==> src/hw/rtl/bilinear_image_sampler_assert.svh <==
// Assertion macros for the bilinear image sampler.
// Included by the RTL files that carry concurrent checks; no other dependencies.
`ifndef BILINEAR_IMAGE_SAMPLER_ASSERT_SVH
`define BILINEAR_IMAGE_SAMPLER_ASSERT_SVH
`ifndef ASSERT_OFF
`define BIS_ASSERT_IMP(lbl, clk, rstn, ante, cons) \
    lbl: assert property (@(posedge clk) disable iff (!(rstn)) (ante) |-> (cons)) \
    else $error("implication check failed");
`define BIS_ASSERT_NEXT(lbl, clk, rstn, ante, cons) \
    lbl: assert property (@(posedge clk) disable iff (!(rstn)) (ante) |=> (cons)) \
    else $error("next-cycle check failed");
`else
`define BIS_ASSERT_IMP(lbl, clk, rstn, ante, cons)
`define BIS_ASSERT_NEXT(lbl, clk, rstn, ante, cons)
`endif
`endif

==> src/hw/rtl/bis_pkg.sv <==
// Shared types and constants of the bilinear image sampler.
// No dependencies; used by the interfaces and by all modules but bis_ram.
package bis_pkg;

    localparam int CMP_W     = 13;
    localparam int CFG_IDX_W = 2;
    localparam int CFG_DAT_W = 16;

    localparam logic [CFG_IDX_W-1:0] CFG_IMAGE_WIDTH  = 2'd0;
    localparam logic [CFG_IDX_W-1:0] CFG_IMAGE_HEIGHT = 2'd1;
    localparam logic [CFG_IDX_W-1:0] CFG_BLACK_THRESH = 2'd2;

    localparam logic [8:0]  RST_IMAGE_WIDTH  = 9'd256;
    localparam logic [8:0]  RST_IMAGE_HEIGHT = 9'd256;
    localparam logic [15:0] RST_BLACK_THRESH = 16'd1;

    typedef enum logic [1:0] {
        ACT_WRITE  = 2'd0,
        ACT_SAMPLE = 2'd1,
        ACT_EDGE   = 2'd2,
        ACT_NONE   = 2'd3
    } t_action;

    typedef enum logic [1:0] {
        S_IDLE,
        S_READ,
        S_LAST,
        S_EMIT
    } t_state;

    typedef struct packed {
        t_action     action;
        logic [7:0]  pixel_row;
        logic [7:0]  pixel_col;
        logic [15:0] red_in;
        logic [15:0] green_in;
        logic [15:0] blue_in;
        logic [15:0] coord_y;
        logic [15:0] coord_x;
    } t_in_item;

    typedef struct packed {
        logic [15:0] red_out;
        logic [15:0] green_out;
        logic [15:0] blue_out;
        logic        is_edge;
        logic        out_of_range;
    } t_out_item;

    typedef struct packed {
        logic       load;
        logic       read;
        logic [1:0] step;
        logic       emit;
    } t_cmd;

    typedef struct packed {
        logic outside;
        logic out_free;
    } t_status;

endpackage

==> src/hw/rtl/bis_ctrl.sv <==
// Controller of the bilinear image sampler: sequences neighbor reads and result hand-off.
// Depends on bis_pkg.
module bis_ctrl (
    input  logic              i_clk,
    input  logic              i_rst_n,
    input  logic              i_in_valid,
    output logic              o_in_ready,
    input  bis_pkg::t_action  i_action,
    input  bis_pkg::t_status  i_status,
    output bis_pkg::t_cmd     o_cmd
);
    import bis_pkg::*;

    t_state     r_state, n_state;
    logic [1:0] r_step, n_step;

    always_ff @(posedge i_clk) begin
        if (!i_rst_n) begin
            r_state <= S_IDLE;
            r_step  <= 2'd0;
        end else begin
            r_state <= n_state;
            r_step  <= n_step;
        end
    end

    always_comb begin
        n_state = r_state;
        n_step  = r_step;
        case (r_state)
            S_IDLE: begin
                n_step = 2'd0;
                if (i_in_valid && (i_action == ACT_SAMPLE || i_action == ACT_EDGE)) begin
                    n_state = S_READ;
                end
            end
            S_READ: begin
                if (i_status.outside) begin
                    n_state = S_EMIT;
                end else begin
                    n_step = r_step + 2'd1;
                    if (r_step == 2'd3) begin
                        n_state = S_LAST;
                    end
                end
            end
            S_LAST: n_state = S_EMIT;
            S_EMIT: begin
                if (i_status.out_free) begin
                    n_state = S_IDLE;
                end
            end
            default: n_state = S_IDLE;
        endcase
    end

    always_comb begin
        o_in_ready = (r_state == S_IDLE);
        o_cmd.load = (r_state == S_IDLE) && i_in_valid;
        o_cmd.read = (r_state == S_READ) && !i_status.outside;
        o_cmd.step = r_step;
        o_cmd.emit = (r_state == S_EMIT) && i_status.out_free;
    end
endmodule

==> config.mk <==
export PLATFORM = sky130hd
export DESIGN_NAME = bis_ctrl
export DESIGN_NICKNAME = d
export VERILOG_FILES = /design/src/hw/rtl/bilinear_image_sampler_assert.svh /design/src/hw/rtl/bis_pkg.sv /design/src/hw/rtl/bis_ctrl.sv
export SDC_FILE = /design/constraint.sdc
export NUM_CORES = 1
export LEC_CHECK = 0
export BUFFER_PORTS_ARGS = -buffer_cell sky130_fd_sc_hd__buf_4
export CORE_AREA = 2 2 39 41
export DETAILED_ROUTE_END_ITERATION = 8
export DIE_AREA = 0 0 41 43
export PLACE_DENSITY = 0.53
export SETUP_SLACK_MARGIN = 0.3
export SLEW_MARGIN = 10
export SYNTH_ARGS = -nofsm -noshare
export SYNTH_HDL_FRONTEND = slang
export SYNTH_SLANG_ARGS = --single-unit
==> constraint.sdc <==
create_clock -name i_clk -period 1.7 [get_ports i_clk]
set_input_delay 0.34 -clock i_clk [delete_from_list [all_inputs] [get_ports i_clk]]
set_output_delay 0.34 -clock i_clk [all_outputs]
set_load 0.05 [all_outputs]
==> impl_metrics.toml <==
[run_status]
outcome = "complete, no violations"

[timing]
tns_ns = 0
slew_headroom_pct = 81.5
setup-violations-final = 0
hold_ws_ns = 0.372
max_freq_ghz = 0.684
worstMarginPinSlew_ns = 0.274
slew_viol_final = 0
hold_viol = 0
period_minus_slack_ns = 1.46
finalCritPeriodShare_pct = 86.0
finClkSkew_ns = 0.00690
rsz0062_at_grt = "true"

[yosys]
yosysSeqAreaShare_pct = 28.7
ys_seq_elements = 4
post-synth-top-area-cell = "dfxtp_1"
yosys-top-cells-area = "dfxtp_1 29%, ha_1 18%, mux2i_1 7.2%, inv_1 5.4%, nand2_1 5.4%"
netlist_area_sq_um = 279
synth_cell_type_count = 16
yosys_warnings = 0
syn_area_per_cell_sq_um = 8.72
synth_fp_nets = 43
yosysTopAreaCellShare_pct = 28.7
synth_cells = 32

[critical_path]
crit_start = "r_state[0]"
slowest_delay_ns = 0.38
regToRegStartpoint = "r_state[1]"
crit_type = "flop to output pin"
worstSetupStartpointType = "flop"
cp.arrival_ns = 1.12
worst-path-buf-inv = 2
reg2regPathDepth = 6
crit_chain = "inv_2 -> ha_4 -> and2_4 -> buf_6"
crit_fanout = 6
crit_slowest_cell = "dfxtp_4"
critPathCapture = "o_cmd[4]"
r2r_slack_ns = 0.28
crit_family = "flip-flops"
reg2reg_to = "r_state[0]"
crit_required_ns = 1.36
cp.depth = 4
endpoint_kind = "output pin"

[placement]
hpwl_microns = 465
gp_congestion = 0.627
portBuffers = 12
place_inst = 60

[global_route]
grt_overflow_total = 0
grt_pass1_vias = 291
antenna_found_initial = 0
grt_usage_pct = 9.45
grt_max_degree = 7
grt_pass1_wl_microns = 1090

[detailed_routing]
first_iter_violations = 6
drt_wl_total_microns = 631
via_per_inst = 4.21
wl_per_cell_microns = 9.42
drc_errors = 0
vias = 282
firstDrtPassIters = 2
final_antenna_net_count = 0

[min_path]
hp-start = "i_rst_n"
worstHoldPathType = "input pin to flop"

[floorplanning]
fp.dieArea_sq_mm = 0.00176
rows = 14
initial_utilization_pct = 20.2
core_sq_mm = 0.00138
num_io_pins = 13
die_w_microns = 41
fp.dieH_microns = 43

[cts]
cts.sinks = 4
clock_latency_ns = 0.24
cts_buffers = 3
root_buffer = "clkbuf_4"
cts_max_level = 1
cts_buffer_depth = 2
clk_pin_slew_worst_paths_ns = 0.04
cts_tree = "built"

[power]
p_switching_w = 0.000391
irDropWorstVdd_v = 0.000383
p_clk_share_pct = 14.7
p_leak_nw = 0.224
p_comb_share_pct = 65.9
sequentialPowerShare_pct = 19.5
switching_share_pct = 44.6
internal_power_w = 0.000486
p_per_area_mw_per_mm2 = 1760

[layout]
final_util_pct = 36.0
drive_gt1_share_pct = 56.9
area_growth_pct = 78.5
finalNonFillerCells = 67
n_antenna_cell = 0
nets = 63

[run]
max_cap_violations = 0
[stage by stage]
stage                     setup WS (ns)  instance area [sq um]  power (W)
after global placement            0.338                    414   0.000630
after CTS                         0.243                    487   0.000848
final                             0.238                    498   0.000878
after detailed placement          0.293                    414   0.000630
after global routing              0.181                    498   0.000945
after floorplan                   0.286                    304   0.000520
[cells in the mapped netlist]
master / n
a21oi_1: 2
a22o_1: 1
a22oi_1: 1
and2_1: 2
dfxtp_1: 4
ha_1: 4
inv_1: 4
mux2i_1: 2
nand2_1: 4
nor2_1: 1
nor2b_1: 2
nor2b_4: 1
o21a_1: 1
o21ai_0: 1
o31a_1: 1
xor2_1: 1
[power groups by stage]
stage	Sequential [W]	Combinational, W	Clock [W]
final	0.000171	0.000578	0.000129
after global routing	0.000176	0.000623	0.000146
after CTS	0.000171	0.000546	0.000132
after detailed placement	0.000170	0.000460	0
after global placement	0.000170	0.000460	0
after floorplan	0.000179	0.000340	0
[worst min-delay path by stage]
stage	endpoint	slack [ns]	cells past startpoint
2_1_floorplan	r_state[1]	0.46	2
3_3_place_gp	r_state[1]	0.47	2
3_5_place_dp	r_state[1]	0.49	2
4_1_cts	r_step[0]	0.37	2
5_1_grt	r_step[0]	0.38	2
6_report	r_step[0]	0.37	2
[kinds of logic after synthesis]
family / synth area share (%)
multiplexers: 7.18
AND/OR/NAND/NOR: 20.6
buffers and inverters: 5.38
XOR/XNOR: 3.14
AO/OA/AOI/OAI: 17.0
flip-flops: 28.7
adder cells (fa/ha/maj): 17.9
[timing repair]
| item | in CTS | in global routing |
|---|---|---|
| resized for setup | 6 | 3 |
| setup endpoints to repair | 5 | 6 |
| pin swaps | 1 | 0 |
| hold buffers | 0 | 0 |
| buffers inserted | 3 | 0 |
[state kept, by name, indices dropped and copies added (netlist names)]
signal   flops
r_step       2
r_state      2
[final cells by class]
class / count / area (sq um)
repair buffers: 15 / 131
multi-input cells: 24 / 215
well taps: 16 / 20.0
inverters: 4 / 17.5
fillers: 151 / 886
clock buffers: 4 / 26.3
flip-flops and latches: 4 / 87.6
[worst reg2reg max path: stages, from the launching register on]
cell,delay [ns]
dfxtp_2,0.36
inv_4,0.05
ha_4,0.15
nor2b_4,0.13
a22o_1,0.23
o31a_1,0.29
o21a_1,0.10
[routing by layer]
metal	track usage, %	vias up	wire [microns]
met4	6.00	0	0
met2	14.4	5	360
li1	-	144	-
met5	0	-	0
met3	4.71	0	22
met1	9.68	133	249
[layout by cell type, fill, tap and decap left out]
cell type | netlist | final
o21ai_0 | 1 | 1
a21oi_1 | 2 | 1
ha_1 | 4 | 2
nor2_1 | 1 | 1
inv_2 | 0 | 1
xor2_1 | 1 | 1
buf_8 | 0 | 1
clkbuf_4 | 0 | 3
and2_1 | 2 | 1
inv_1 | 4 | 2
a22oi_1 | 1 | 1
inv_4 | 0 | 1
ha_4 | 0 | 2
mux2i_1 | 2 | 2
nand2_1 | 4 | 4
o21a_1 | 1 | 1
a21oi_2 | 0 | 1
and2_4 | 0 | 1
clkbuf_1 | 0 | 1
dfxtp_4 | 0 | 1
nor2b_4 | 1 | 1
nor2b_1 | 2 | 2
buf_4 | 0 | 11
dfxtp_2 | 0 | 3
buf_6 | 0 | 3
a22o_1 | 1 | 1
o31a_1 | 1 | 1
Power figures use the tool's default switching activity.
